[src/sv/csem_pkg.sv]
// shared types and codes for the counting semaphore with timed wait
package csem_pkg;

  localparam logic [1:0] FUNC_WAIT   = 2'd0;
  localparam logic [1:0] FUNC_SIGNAL = 2'd1;
  localparam logic [1:0] FUNC_TICK   = 2'd2;
  localparam logic [1:0] FUNC_RSVD   = 2'd3;

  localparam logic [1:0] KIND_GRANT    = 2'd0;
  localparam logic [1:0] KIND_TIMEOUT  = 2'd1;
  localparam logic [1:0] KIND_SIGDONE  = 2'd2;
  localparam logic [1:0] KIND_REJECT   = 2'd3;

  localparam int CNT_W = 16;
  localparam int REL_W = 8;
  localparam int TO_W  = 16;

  // count register value after reset
  localparam logic signed [15:0] INIT_COUNT_RST = 16'sd1;

  // classified command handed from front to back
  typedef struct packed {
    logic [1:0]       func;
    logic [15:0]      id;
    logic [TO_W-1:0]  timeout;
    logic [REL_W-1:0] rel;
  } cmd_t;

endpackage

[src/sv/counting_semaphore_timed_wait.sv]
// top level: counting semaphore with fifo of timed waiters
// one command per start beat while busy is low; a wait is decided in the
// idle state, a signal takes one release step per released waiter and a
// done step, a tick one step per queued waiter, all set by the back-end sequencer that walks the waiter
// queue one entry per cycle. results appear on out_* for one cycle each
// marked by out_strobe and cannot be held off; out_last flags the final
// result of a command. a cfg write loads the count and empties the queue;
// busy is high for the cycle after the write while the clear takes place.
module counting_semaphore_timed_wait #(
  parameter int MAX_WAITERS = 16,
  parameter int ID_BITS     = 8,
  parameter int TIMER_BITS  = 16
) (
  input  logic               clk,
  input  logic               rst_n,
  input  logic               start,
  output logic               busy,
  input  logic [1:0]         in_func,
  input  logic [7:0]         in_thread_id,
  input  logic [15:0]        in_timeout,
  input  logic signed [7:0]  in_release_count,
  input  logic               cfg_we,
  input  logic signed [15:0] cfg_wdata,
  output logic               out_strobe,
  output logic [1:0]         out_kind,
  output logic [7:0]         out_thread_id_out,
  output logic signed [7:0]  out_released,
  output logic               out_last
);
  logic signed [15:0] init_r;
  logic               full, q_valid, q_pop, busy_bk, clr;
  csem_pkg::cmd_t     q_cmd;

  // config register, reset value one
  always_ff @(posedge clk) begin
    if (!rst_n) init_r <= csem_pkg::INIT_COUNT_RST;
    else if (cfg_we) init_r <= cfg_wdata;
  end
  // clear pulse registered from the write, in the cycle after it, using the new value
  always_ff @(posedge clk) begin
    if (!rst_n) clr <= 1'b0;
    else clr <= cfg_we;
  end

  // one command in flight: front queue holds it until back end is idle
  // no beat is taken while the clear pulse is high
  assign busy = full || busy_bk || q_pop || clr;

  csem_front #(.ID_BITS(ID_BITS)) u_front (
    .clk, .rst_n, .clr,
    .in_valid(start && !busy),
    .in_func, .in_thread_id, .in_timeout,
    .in_release_count(in_release_count),
    .full, .q_valid, .q_cmd, .q_pop
  );

  csem_back #(.MAX_WAITERS(MAX_WAITERS), .ID_BITS(ID_BITS),
              .TIMER_BITS(TIMER_BITS)) u_back (
    .clk, .rst_n, .clr, .init_cnt(init_r),
    .q_valid, .q_cmd, .q_pop, .busy_bk,
    .out_strobe, .out_kind, .out_thread_id_out, .out_released, .out_last
  );
endmodule

[src/sv/csem_front.sv]
// command front end: accepts beats and queues them for the back end
module csem_front #(
  parameter int ID_BITS = 8
) (
  input  logic                 clk,
  input  logic                 rst_n,
  input  logic                 clr,
  input  logic                 in_valid,
  input  logic [1:0]           in_func,
  input  logic [7:0]           in_thread_id,
  input  logic [15:0]          in_timeout,
  input  logic [7:0]           in_release_count,
  output logic                 full,
  output logic                 q_valid,
  output csem_pkg::cmd_t       q_cmd,
  input  logic                 q_pop
);
  // two-entry queue
  csem_pkg::cmd_t   mem_r [2];
  logic             wp_r, rp_r;
  logic [1:0]       cnt_r;
  csem_pkg::cmd_t   c;
  logic             push;

  always_comb begin
    c         = '0;
    c.func    = in_func;
    c.id      = 16'(in_thread_id[(ID_BITS < 8 ? ID_BITS : 8)-1:0]);
    c.timeout = in_timeout;
    c.rel     = in_release_count;
  end

  // undefined function codes are dropped here
  assign push    = in_valid && (in_func != csem_pkg::FUNC_RSVD) && !clr;
  assign full    = cnt_r != 2'd0;
  assign q_valid = cnt_r != 2'd0;
  assign q_cmd   = mem_r[rp_r];

  always_ff @(posedge clk) begin
    if (push) mem_r[wp_r] <= c;
  end

  always_ff @(posedge clk) begin
    if (!rst_n || clr) begin
      wp_r  <= 1'b0;
      rp_r  <= 1'b0;
      cnt_r <= 2'd0;
    end else begin
      if (push) wp_r <= ~wp_r;
      if (q_pop) rp_r <= ~rp_r;
      cnt_r <= cnt_r + 2'(push) - 2'(q_pop);
    end
  end
endmodule

[src/sv/csem_back.sv]
// execution back end: count, waiter queue and result sequencing
module csem_back #(
  parameter int MAX_WAITERS = 16,
  parameter int ID_BITS     = 8,
  parameter int TIMER_BITS  = 16
) (
  input  logic                 clk,
  input  logic                 rst_n,
  input  logic                 clr,
  input  logic signed [15:0]   init_cnt,
  input  logic                 q_valid,
  input  csem_pkg::cmd_t       q_cmd,
  output logic                 q_pop,
  output logic                 busy_bk,
  output logic                 out_strobe,
  output logic [1:0]           out_kind,
  output logic [7:0]           out_thread_id_out,
  output logic signed [7:0]    out_released,
  output logic                 out_last
);
  localparam int QW = $clog2(MAX_WAITERS + 1);
  localparam int IW = (MAX_WAITERS > 1) ? $clog2(MAX_WAITERS) : 1;
  localparam logic [2:0] S_IDLE = 3'd0, S_REL = 3'd1, S_DONE = 3'd2, S_TICK = 3'd3;

  logic [ID_BITS-1:0]    ids_r  [MAX_WAITERS];
  logic [TIMER_BITS-1:0] tmr_r  [MAX_WAITERS];
  logic [QW-1:0]         tot_r;
  logic signed [16:0]    cnt_r;
  logic [2:0]            st_r;
  logic [7:0]            k_r;
  logic signed [7:0]     rel_r;
  logic [IW:0]           i_r;
  logic                  pend_r;
  logic [ID_BITS-1:0]    pend_id_r;

  logic signed [17:0] sum;
  logic signed [15:0] sat;
  logic [TIMER_BITS-1:0] to_sat, tdec;
  logic [7:0] kk;

  // saturate an 18-bit sum to the signed 16-bit count range
  function automatic logic signed [15:0] sat16(input logic signed [17:0] v);
    if (v > 18'sd32767) return 16'sh7fff;
    if (v < -18'sd32768) return 16'sh8000;
    return v[15:0];
  endfunction

  always_comb begin
    if (TIMER_BITS < 16 && (q_cmd.timeout >> TIMER_BITS) != 0) to_sat = '1;
    else to_sat = TIMER_BITS'(q_cmd.timeout);
    kk = (q_cmd.rel > 8'(tot_r)) ? 8'(tot_r) : q_cmd.rel;
    tdec = tmr_r[i_r[IW-1:0]] - 1'b1;
    sum = 18'(cnt_r);
  end

  assign busy_bk = st_r != S_IDLE;
  assign q_pop   = q_valid && st_r == S_IDLE && !clr;

  always_ff @(posedge clk) begin
    out_strobe <= 1'b0;
    if (!rst_n || clr) begin
      st_r  <= S_IDLE;
      tot_r <= '0;
      cnt_r <= rst_n ? 17'(init_cnt) : 17'(csem_pkg::INIT_COUNT_RST);
      out_last <= 1'b0;
      pend_r <= 1'b0;
    end else begin
      unique case (st_r)
        S_IDLE: if (q_pop) begin
          out_kind <= csem_pkg::KIND_GRANT;
          out_thread_id_out <= 8'(q_cmd.id[ID_BITS-1:0]);
          out_released <= '0;
          out_last <= 1'b1;
          unique case (q_cmd.func)
            csem_pkg::FUNC_WAIT: begin
              if (cnt_r > 0) begin
                cnt_r <= cnt_r - 17'sd1;
                out_strobe <= 1'b1;
              end else if (tot_r >= QW'(MAX_WAITERS)) begin
                out_kind <= csem_pkg::KIND_REJECT;
                out_strobe <= 1'b1;
              end else begin
                cnt_r <= 17'(sat16(18'(cnt_r) - 18'sd1));
                ids_r[tot_r[IW-1:0]] <= q_cmd.id[ID_BITS-1:0];
                tmr_r[tot_r[IW-1:0]] <= to_sat;
                tot_r <= tot_r + 1'b1;
              end
            end
            csem_pkg::FUNC_SIGNAL: begin
              if (q_cmd.rel == 0) begin
                cnt_r <= 17'(sat16(18'(cnt_r) + 18'sd1));
                k_r   <= (cnt_r < 0 && tot_r != 0) ? 8'd1 : 8'd0;
                rel_r <= '0;
                st_r  <= (cnt_r < 0 && tot_r != 0) ? S_REL : S_DONE;
              end else if (!q_cmd.rel[7]) begin
                cnt_r <= 17'(sat16(18'(cnt_r) + 18'(q_cmd.rel)));
                k_r   <= kk;
                rel_r <= kk;
                st_r  <= (kk != 0) ? S_REL : S_DONE;
              end else begin
                rel_r <= q_cmd.rel;
                st_r  <= S_DONE;
              end
            end
            default: begin
              i_r    <= '0;
              pend_r <= 1'b0;
              st_r   <= S_TICK;
            end
          endcase
        end
        S_REL: begin
          // grant the head, shift queue up one entry
          out_kind <= csem_pkg::KIND_GRANT;
          out_thread_id_out <= 8'(ids_r[0]);
          out_released <= '0;
          out_last <= 1'b0;
          out_strobe <= 1'b1;
          for (int j = 0; j < MAX_WAITERS - 1; j++) begin
            ids_r[j] <= ids_r[j+1];
            tmr_r[j] <= tmr_r[j+1];
          end
          tot_r <= tot_r - 1'b1;
          k_r <= k_r - 1'b1;
          if (k_r == 8'd1) st_r <= S_DONE;
        end
        S_DONE: begin
          out_kind <= csem_pkg::KIND_SIGDONE;
          out_thread_id_out <= '0;
          out_released <= rel_r;
          out_last <= 1'b1;
          out_strobe <= 1'b1;
          st_r <= S_IDLE;
        end
        S_TICK: begin
          // one queue entry per cycle; expired entries removed in place
          // an expired id is held in pend_r until the next expiry or the end
          // of the walk, so the final timeout beat can carry last
          if ((IW+1)'(i_r) >= (IW+1)'(tot_r)) begin
            st_r <= S_IDLE;
            if (pend_r) begin
              out_kind <= csem_pkg::KIND_TIMEOUT;
              out_thread_id_out <= 8'(pend_id_r);
              out_released <= '0;
              out_last <= 1'b1;
              out_strobe <= 1'b1;
            end
          end else if (tmr_r[i_r[IW-1:0]] != 0 && tdec == 0) begin
            if (pend_r) begin
              out_kind <= csem_pkg::KIND_TIMEOUT;
              out_thread_id_out <= 8'(pend_id_r);
              out_released <= '0;
              out_last <= 1'b0;
              out_strobe <= 1'b1;
            end
            pend_r <= 1'b1;
            pend_id_r <= ids_r[i_r[IW-1:0]];
            cnt_r <= 17'(sat16(sum + 18'sd1));
            for (int j = 0; j < MAX_WAITERS - 1; j++) begin
              if (j >= int'(i_r)) begin
                ids_r[j] <= ids_r[j+1];
                tmr_r[j] <= tmr_r[j+1];
              end
            end
            tot_r <= tot_r - 1'b1;
          end else begin
            if (tmr_r[i_r[IW-1:0]] != 0) tmr_r[i_r[IW-1:0]] <= tdec;
            i_r <= i_r + 1'b1;
          end
        end
        default: st_r <= S_IDLE;
      endcase
    end
  end
endmodule

[config.mk]
export PLATFORM = sky130hd
export DESIGN_NAME = counting_semaphore_timed_wait
export DESIGN_NICKNAME = d
export VERILOG_FILES = /design/src/sv/csem_pkg.sv /design/src/sv/counting_semaphore_timed_wait.sv /design/src/sv/csem_front.sv /design/src/sv/csem_back.sv
export SDC_FILE = /design/constraint.sdc
export NUM_CORES = 1
export LEC_CHECK = 0
export BUFFER_PORTS_ARGS = -buffer_cell sky130_fd_sc_hd__buf_2
export CAP_MARGIN = 30
export CORE_ASPECT_RATIO = 0.6
export CORE_MARGIN = 10
export CORE_UTILIZATION = 50
export DETAILED_ROUTE_END_ITERATION = 10
export PLACE_DENSITY_LB_ADDON = 0.15
export SYNTH_ARGS = -nofsm -noshare
export SYNTH_HDL_FRONTEND = slang
export SYNTH_SLANG_ARGS = --single-unit
[constraint.sdc]
create_clock -name clk -period 10.8 [get_ports clk]
set_input_delay 1.62 -clock clk [delete_from_list [all_inputs] [get_ports clk]]
set_output_delay 1.62 -clock clk [all_outputs]
set_load 0.02 [all_outputs]
# Word level (Yosys, flattened, before mapping)
# Memories as Yosys holds them, arrays and structs flattened. A register that Yosys moved wholly into a read port is not among the register bits.
# Index checks and enable logic that the tools add are counted.
[op_classes]
eq_ne = 27
n_mux = 293
reduce_logical = 43
add_sub_neg = 11
n_lt_le_gt_ge = 26
n_bitwise = 34
[op_table]
columns = ["cell", "n"]
rows = [
  ["16-bit 2-to-1 mux", 31],
  ["8-bit 2-to-1 mux", 30],
  ["1-bit 2-to-1 mux", 182],
  ["17-bit 2-to-1 mux", 9],
  ["17-bit one-hot mux with 2 select lines", 2],
  ["8-bit one-hot mux with 4 select lines", 2],
  ["18-bit by 16-bit greater-than comparator with 1-bit output, second input constant", 3],
  ["18-bit by 16-bit < comparator with 1-bit output, second input constant", 3],
  ["5-bit 2-to-1 mux", 10],
  ["4-bit by 5-bit >= comparator with 1-bit output, first input constant", 7],
  ["16-bit OR reduction", 2],
  ["1-bit bitwise OR", 30],
  ["3-bit by 5-bit >= comparator with 1-bit output, first input constant", 4],
  ["2-bit inequality test, second input constant", 10],
  ["4-bit AND reduction", 5],
  ["17-bit by 2-bit adder with 18-bit output, second input constant", 1],
  ["17-bit by 9-bit adder with 18-bit output", 1],
  ["2-bit 2-to-1 mux", 9],
  ["17-bit by 2-bit subtractor with 18-bit output, second input constant", 1],
  ["17-bit by 1-bit greater-than comparator with 1-bit output, second input constant", 1],
  ["17-bit by 1-bit < comparator with 1-bit output, second input constant", 1],
  ["17-bit by 2-bit subtractor with 17-bit output, second input constant", 1],
  ["16-bit logical NOT", 1],
  ["4-bit 2-to-1 mux", 4],
  ["49 further kinds", 84],
]
[word_totals]
elab_cells = 454
register_bits = 88
output_inout_bits = 21
inputBits = 54
ramBits = 452
memories = 3
[memory_table]
columns = ["memory", "words", "width", "rd", "rd_ports_with_merged_regs", "write_ports", "line_no", "rtl"]
rows = [
  ["u_back.tmr_r", 16, 16, 16, 1, 15, "csem_back.sv:26", "logic [TIMER_BITS-1:0] tmr_r [MAX_WAITERS];"],
  ["u_back.ids_r", 16, 8, 17, 1, 15, "csem_back.sv:25", "logic [ID_BITS-1:0] ids_r [MAX_WAITERS];"],
  ["u_front.mem_r", 2, 34, 1, 1, 1, "csem_front.sv:19", "csem_pkg::cmd_t mem_r [2];"],
]

# Logic depth before layout (Yosys ltp)
# Gate-level depths: netlist of the first run.
[depth]
ltp_word = 24
depth_mapped = 21
depth_no_buf = 14

# Cells and area by module
# A second synthesis of the first run with hierarchy kept.
[hier_totals]
hier_cells = 2116
hier_area_um2 = 30244.0
[modules_own_cells]
columns = ["mod", "n_inst", "cells_each", "area_each_um2", "seq_area_each_um2"]
rows = [
  ["csem_back", 1, 1919, 26661.8, 13733.2],
  ["csem_front", 1, 141, 2934.1, 2142.1],
  ["counting_semaphore_timed_wait", 1, 56, 648.1, 340.3],
]

# Worst setup path before layout of the first run
# OpenSTA, ideal clock, no wires.
[synth_timing]
path_type = "reg-to-reg"
from = "register with a tool-made name"
to = "memory u_back.tmr_r[10][0], enable pin"
period_less_slack_ns = 6.093
required_ns = 10.353
path_buffers = 6
setup_time_ns = 0.447
path_stages_with_launch = 20
slack_ns = 4.707
t_arrival_ns = 5.645
cell_sequence = "dfxtp_1 -> buf_6 -> buf_6 -> buf_2 -> mux4_2 -> a22oi_1 -> nand2_1 -> inv_1 -> ha_1 -> inv_1 -> o22a_1 -> nor4b_1 -> and4_1 -> xnor2_1 -> o2111ai_2 -> o21ai_1 -> buf_4 -> buf_8 -> clkbuf_1 -> o311ai_0"
[synth_rtl]
columns = ["item", "line_no"]
rows = [
  ["end, declared", "csem_back.sv:26"],
]

==> summary.txt, run 1 <==
startpoint of the tightest hold check path: init_r[0]
final clock period utilization by the worst path: 0.610
clk sink count: 552
Post-synth top cells: edfxtp_1, mux2_2, nor2_1
wire length of the first global-routing pass: 131000 microns
# nets final: 2298
share of final-layout standard cells stronger than drive strength 1: 0.334
root cell of the clock tree: clkbuf_16
number of search-and-repair iterations in the first detailed-routing pass: 5
nets in the synthesized netlist: 2237
Primary FF master, synth: edfxtp_1
reg-to-reg setup timing slack: 4210 ps
sequential cell area in the final layout: 16200 sq um
Final HPWL DP: 62000 microns
remaining max-slew budget at the tightest pin: 0.293
share of flip-flops with an asynchronous set or reset after synthesis: 0
number of max-cap violations: 0
library cell occupying the most area in the post-synthesis netlist: edfxtp_1
Final Instance Count excl. Fillers: 3034
Leak: 0.0118 uW
final critical delay including setup and external delays: 6590 ps
placed instance count: 2923
RSZ-0062 raised after global routing: false
starting utilization of the core area: 0.508
Post-route DRC: 0
sequential cell area fraction in the yosys report: 0.537
run status: complete, no violations
data arrival time of the critical path: 6860 ps
Max VDD drop: 131 uV
overall global routing resource usage: 0.245
Setup Buffers After CTS: 0
area share of the largest cell type after synthesis: 0.513
number of vias in the routed layout: 19894
CTS tree: built
cell row count: 69
area of the core region: 59500 sq um
Die X: 337 microns
maximum clock rate: 152 MHz
hold slack: 497 ps
gr ovfl total: 0
die area: 71000 sq um
Finish-stage setup viols: 0
area of the multi-input gates: 13200 sq um
kind of start point of the critical path: register
hold buffer count at CTS: 0
number of synthesis warnings: 0
most repeated cell in the gate-level netlist after synthesis: edfxtp_1
pin count of the biggest net entering global routing: 52
CP required: 11070 ps
top cells by area, synth: edfxtp_1, mux2_2, mux4_2
CTS Buf Count: 52
clock tree buffer depth: 3
number of resized instances in the post-cts repair step: 0
Area after DPL: 31600 sq um
Global Route met3 Usage: 0.0835
Worst-Margin Slew: 1050 ps
synthesized cell area: 30200 sq um
number of fill cells: 4755
# port buffers: 74
Synth Register Bits: 552
Avg WL per Cell: 29.1 microns
IO Pins: 75
setup TNS after final layout: 0 ps
cells after synthesis: 2144
Max FO, Critical Path: 31
most utilized layer in the global route result: met1
area grow syn2layout: 10.6%
initial antenna violation count: 1
Routability Congestion: 0.924
Routed WL: 88300 microns
htree depth: 2
DRC violation total after the first TritonRoute iteration: 2346
clock transition at the registers of the reported paths: 70 ps
Setup Crit Path Kind: reg -> reg
syn_area_per_cell: 14.1 sq um
maximum clock skew at final layout: 21.8 ps
number of global-route vias before repair: 18986
type of element capturing the critical path: register
Finished Cell Area: 33400 sq um
post-synth cell types: 84
number of enable flip-flop cells after synthesis: 516
remaining number of nets flagged by the antenna check after routing: 0
met2 Use GR: 0.304
worst min path class: reg -> reg
number of hold violations in the final report: 0
clock latency of the later-clocked register in the worst-skew pair: 640 ps
P per Cell Area: 222 nW/um^2
pins over their slew limit: 0
met1 track demand over resource: 0.400
mean number of vias per cell: 6.56
Die Y: 210 microns
through the flow:
stage | util | power [uW] | worst slack, ps
finish | 0.561 | 7420 | 4210
detailed placement | 0.531 | 5540 | 4180
floorplan | - | 4760 | 4710
CTS | 0.559 | 7390 | 4180
global placement | 0.527 | 5450 | 4070
global route | 0.561 | 7740 | 3760
metal layers:
layer / vias up / wire, microns
li1: 8512 / -
met1: 10187 / 42500
met2: 1109 / 33300
met3: 86 / 11300
met4: 0 / 1200
met5: - / 0
worst max-delay path: stages (launching register included):
cell      delay (ps)
dfxtp_4          810
buf_4            650
mux4_2           630
a22o_1           260
or2_2            330
or3_1            420
o31a_1           320
a211oi_1         400
nand2b_1         270
nor2_4           150
buf_4            410
a31o_2           770
a211o_1          730
flip-flops by register name (all words and copies together), names as in the netlist, 8 cells and up, named ones only:
register,count
u_back.out_thread_id_out,8
u_back.out_released,8
u_front.mem_r,68
init_r,16
u_back.ids_r,128
u_back.rel_r,8
u_back.cnt_r,17
u_back.tmr_r,256
u_back.k_r,8
u_back.pend_id_r,8
cell families after synthesis:
| logic type | after synthesis | share of synthesized area |
|---|---|---|
| xor gates and xnor gates | 64 | 0.0186 |
| muxes | 547 | 0.247 |
| buffers and inverters | 197 | 0.0329 |
| DFF | 552 | 0.537 |
| adders and majority gates | 39 | 0.0167 |
| AOI/OAI and AO/OA | 332 | 0.0812 |
| and+or+nand+nor | 413 | 0.0672 |
area by class of cell:
cell class,instances,share of cell area
Clock inverter,32,0.00828
Clock buffer,66,0.0412
Timing Repair Buffer,160,0.0346
Antenna cell,4,0.000300
Sequential cell,552,0.486
Tap cell,781,0.0293
Multi-Input combinational cell,1395,0.396
Inverter,44,0.00495
cell usage in the layout (no fill, tap or decap), types with 12 or more instances in the layout:
cell       Yosys  routed
ha_1          37      37
o221ai_1      19      19
xnor2_1       43      43
mux2i_1       82      79
buf_2         33      80
nand4_1       12      12
o311ai_2       0      12
buf_4          5      60
o22ai_1       14      13
o21ai_0       71      69
a22oi_1       18      18
clkinv_1       2      15
mux4_2        82      82
edfxtp_1     516     516
o21a_1        12      12
dfxtp_1       36      33
clkbuf_1      81      13
xor2_1        21      21
a221oi_1      17      17
a31oi_4        7      13
nor3_1        28      27
and2_1        20      19
nand3_1       29      29
nand2_1       98      98
clkbuf_16      0      53
mux2_4       121     121
a21oi_1       53      52
inv_1         42      42
nor2b_1       28      27
mux2_2       249     249
nor2_1       122     121
final timing paths:
| kind | end | depth (start not counted) |
|---|---|---|
| max | u_back.tmr_r[14][4] | 12 |
| min reg2reg | init_r[0] | 2 |
| max reg2reg | u_back.tmr_r[14][4] | 12 |
| min | init_r[0] | 2 |
report_power, final:
group          switching [uW]  internal, uW  leakage [uW]
Clock                     863           984      0.000788
Combinational            1520          1160       0.00599
Sequential                164          2730       0.00499
Total                    2550          4870        0.0118
(Power assumes the default switching activity.)
==> run 2, diff against run 1 <==
ABC_AREA = 1   (was default)
clock period = 6.85 ns   (was 10.8 ns; I/O delays follow)
==> run 2 against run 1 <==
  * Clock power rose by 58%
  * Combinational power is 110% higher
  * Largest power group is now combinational logic
  * Critical endpoint is now u_back.tmr_r[14][3]
  * Register-to-register slack worse by 3000 ps
  * First-iteration DRC count is 78% higher
  * Final cell count grew 52%
  * Utilization fell by 0.92 points
==> summary.txt, run 2 <==
run status: complete, no violations (unchanged)
highest cell delay on the worst timing path: 770 ps (was 810 ps)
Die Y: 212 microns (was 210 microns)
final critical delay including setup and external delays: 5660 ps (was 6590 ps)
share of final-layout standard cells stronger than drive strength 1: 0.0930 (was 0.334)
number of hold violations in the final report: 0 (unchanged)
initial antenna violation count: 2 (was 1)
Final HPWL DP: 70300 microns (was 62000 microns)
number of max-cap violations: 0 (unchanged)
P per Cell Area: 403 nW/um^2 (was 222 nW/um^2)
cell row count: 70 (was 69)
DRC violation total after the first TritonRoute iteration: 4184 (was 2346)
number of resized instances in the post-cts repair step: 0 (unchanged)
Max VDD drop: 317 uV (was 131 uV)
area of the core region: 61000 sq um (was 59500 sq um)
register containing the most flip-flops in the final layout: u_back.tmr_r (unchanged)
Setup Buffers After CTS: 0 (unchanged)
most common cell type on the critical path: nand2_1 (was buf_4)
amount of wire on met3 after detailed routing: 16900 microns (was 11300 microns)
# port buffers: 74 (unchanged)
top cells by area, synth: edfxtp_1, nand2_1, o21ai_0 (was edfxtp_1, mux2_2, mux4_2)
die area: 72200 sq um (was 71000 sq um)
Post-synth top cells: nand2_1, edfxtp_1, inv_1 (was edfxtp_1, mux2_2, nor2_1)
RSZ-0062 raised after global routing: false (unchanged)
# nets final: 3845 (was 2298)
met2 wirelength from detailed routing: 33400 microns (was 33300 microns)
clock transition at the registers of the reported paths: 60 ps (was 70 ps)
total inserted antenna cells: 0 (was 4)
Leak: 0.0142 uW (was 0.0118 uW)
Worst-Margin Slew: 1030 ps (was 1050 ps)
leading cell types in the layout, fill and taps excluded: nand2_1, edfxtp_1, inv_1, o21ai_0, nand3_1 (was edfxtp_1, mux2_2, nor2_1, mux2_4, nand2_1)
kind of start point of the critical path: register (unchanged)
maximum clock rate: 177 MHz (was 152 MHz)
number of enable flip-flop cells after synthesis: 516 (unchanged)
type of element capturing the critical path: register (unchanged)
hold buffer count at CTS: 0 (unchanged)
worst min path class: reg -> reg (unchanged)
Routed WL: 98600 microns (was 88300 microns)
area share of the largest cell type after synthesis: 0.503 (was 0.513)
number of synthesis warnings: 0 (unchanged)
CP max-delay cell: dfxtp_1 (was dfxtp_4)
mean number of vias per cell: 5.71 (was 6.56)
remaining number of nets flagged by the antenna check after routing: 0 (unchanged)
wire length of the first global-routing pass: 148000 microns (was 131000 microns)
final clock period utilization by the worst path: 0.827 (was 0.610)
number of global-route vias before repair: 22989 (was 18986)
clock latency of the later-clocked register in the worst-skew pair: 650 ps (was 640 ps)
area grow syn2layout: 9.34% (was 10.6%)
CP required: 7160 ps (was 11070 ps)
Synth Register Bits: 552 (unchanged)
highest metal layer with signal wires: met5 (was met4)
Setup Crit Path Kind: reg -> reg (unchanged)
hold slack: 465 ps (was 497 ps)
flip-flop count of the largest register, all copies and words added: 256 (unchanged)
starting utilization of the core area: 0.505 (was 0.508)
cells after synthesis: 3731 (was 2144)
Avg WL per Cell: 21.3 microns (was 29.1 microns)
post-synth cell types: 49 (was 84)
CP Cell Sequence: inv_1 > nand3_1 > nand2_1 > inv_1 > ha_1 > nand3_2 > nor2_2 > nand2_1 > nor2_1 > nand2_1 > nand2_1 > nand2_1 > nor2_1 > nand3_2 > nand2_2 > buf_4 > nand2_1 > nand2_1 > nand3_1 > o21bai_2 > buf_4 (was buf_4 > mux4_2 > a22o_1 > or2_2 > or3_1 > o31a_1 > a211oi_1 > nand2b_1 > nor2_4 > buf_4 > a31o_2 > a211o_1)
Final Instance Count excl. Fillers: 4623 (was 3034)
remaining max-slew budget at the tightest pin: 0.306 (was 0.293)
library cell occupying the most area in the post-synthesis netlist: edfxtp_1 (unchanged)
pins over their slew limit: 0 (unchanged)
number of vias in the routed layout: 26406 (was 19894)
Finish-stage setup viols: 0 (unchanged)
placed instance count: 4521 (was 2923)
root cell of the clock tree: clkbuf_16 (unchanged)
gr ovfl total: 0 (unchanged)
clock tree buffer depth: 3 (unchanged)
data arrival time of the critical path: 5980 ps (was 6860 ps)
startpoint of the tightest hold check path: u_front.rp_r (was init_r[0])
CTS Buf Count: 55 (was 52)
share of flip-flops with an asynchronous set or reset after synthesis: 0 (unchanged)
number of search-and-repair iterations in the first detailed-routing pass: 6 (was 5)
CTS tree: built (unchanged)
maximum clock skew at final layout: 20.7 ps (was 21.8 ps)
Regs by FF count: u_back.tmr_r x256, u_back.ids_r x128, u_front.mem_r x68 (unchanged)
setup TNS after final layout: 0 ps (unchanged)
sequential cell area fraction in the yosys report: 0.527 (was 0.537)
IO Pins: 75 (unchanged)
clk sink count: 552 (unchanged)
synthesized cell area: 30800 sq um (was 30200 sq um)
commonest non-fill, non-tap cell in the layout: nand2_1 (was edfxtp_1)
syn_area_per_cell: 8.25 sq um (was 14.1 sq um)
Max FO, Critical Path: 33 (was 31)
Primary FF master, synth: edfxtp_1 (unchanged)
Post-route DRC: 0 (unchanged)
Routability Congestion: 0.997 (was 0.924)
nets in the synthesized netlist: 3824 (was 2237)
metal1 wirelength: 47200 microns (was 42500 microns)
htree depth: 2 (unchanged)
most repeated cell in the gate-level netlist after synthesis: nand2_1 (was edfxtp_1)
pin count of the biggest net entering global routing: 94 (was 52)
overall global routing resource usage: 0.266 (was 0.245)
Die X: 340 microns (was 337 microns)
## run 2: cell count changes after synthesis, sizes merged, moves of 35 or more
cell   before   now
mux2i      87     8
mux4       82     0
buf        72   115
o21ai      74   493
nand2      99  1236
inv        42   366
nand3      29   269
mux2      378     0
nor2      123   263
xnor2      43     8
## run 2: where the power goes
group / switching [uW] / internal, uW / total (uW)
Clock: 1350 / 1580 / 2930
Combinational: 4100 / 1620 / 5730
Sequential: 307 / 4600 / 4900
## run 2: routing by layer
layer / up-vias / GRT usage
met4: 2 / 0.0416
met5: - / 0
met3: 98 / 0.102
li1: 12437 / -
met1: 12149 / 0.445
met2: 1720 / 0.307
## run 2: final cells by class
type	instances	area (sq um)
Clock inverter	26	200
Multi-Input combinational cell	2597	12200
Tap cell	828	1040
Inverter	370	1390
Timing Repair Buffer	176	1170
Sequential cell	552	16200
Fill cell	5653	27300
Clock buffer	74	1470
## run 2: path summary, 6_finish.rpt
check	to	slack (ps)	cells past startpoint
worst max-delay path	u_back.tmr_r[14][3]	1190	21
worst min-delay path	u_front.rp_r	460	1
worst max register to register	u_back.tmr_r[14][3]	1190	21
worst min register to register	u_front.rp_r	460	1
## run 2: worst max-delay path, delay by kind of cell (launching register included)
kind / cells / cell delay [ps]
compound gates: 1 / 240
fa+ha+maj: 1 / 180
buf+inv: 4 / 1370
flops: 1 / 770
simple gates: 15 / 2750
## run 2: logic make-up (layout without fill, tap and decap cells)
group	count (synthesis)	after routing	synth area share
adders and majority gates	39	39	0.0163
muxes	8	8	0.00260
DFF	552	552	0.527
buffers and inverters	582	646	0.0796
AOI/OAI and AO/OA	658	658	0.116
and+or+nand+nor	1843	1843	0.245
xor gates and xnor gates	49	49	0.0139
## run 2: per-stage QoR
stage	total power [uW]	instance area [sq um]	util	worst slack (ps)
6_report	13600	33700	0.552	1190
5_1_grt	14400	33700	0.552	817
4_1_cts	13400	33600	0.552	1430
3_5_place_dp	10500	32000	0.524	1450
3_3_place_gp	10400	31900	0.523	1530
2_1_floorplan	8600	30800	-	2810
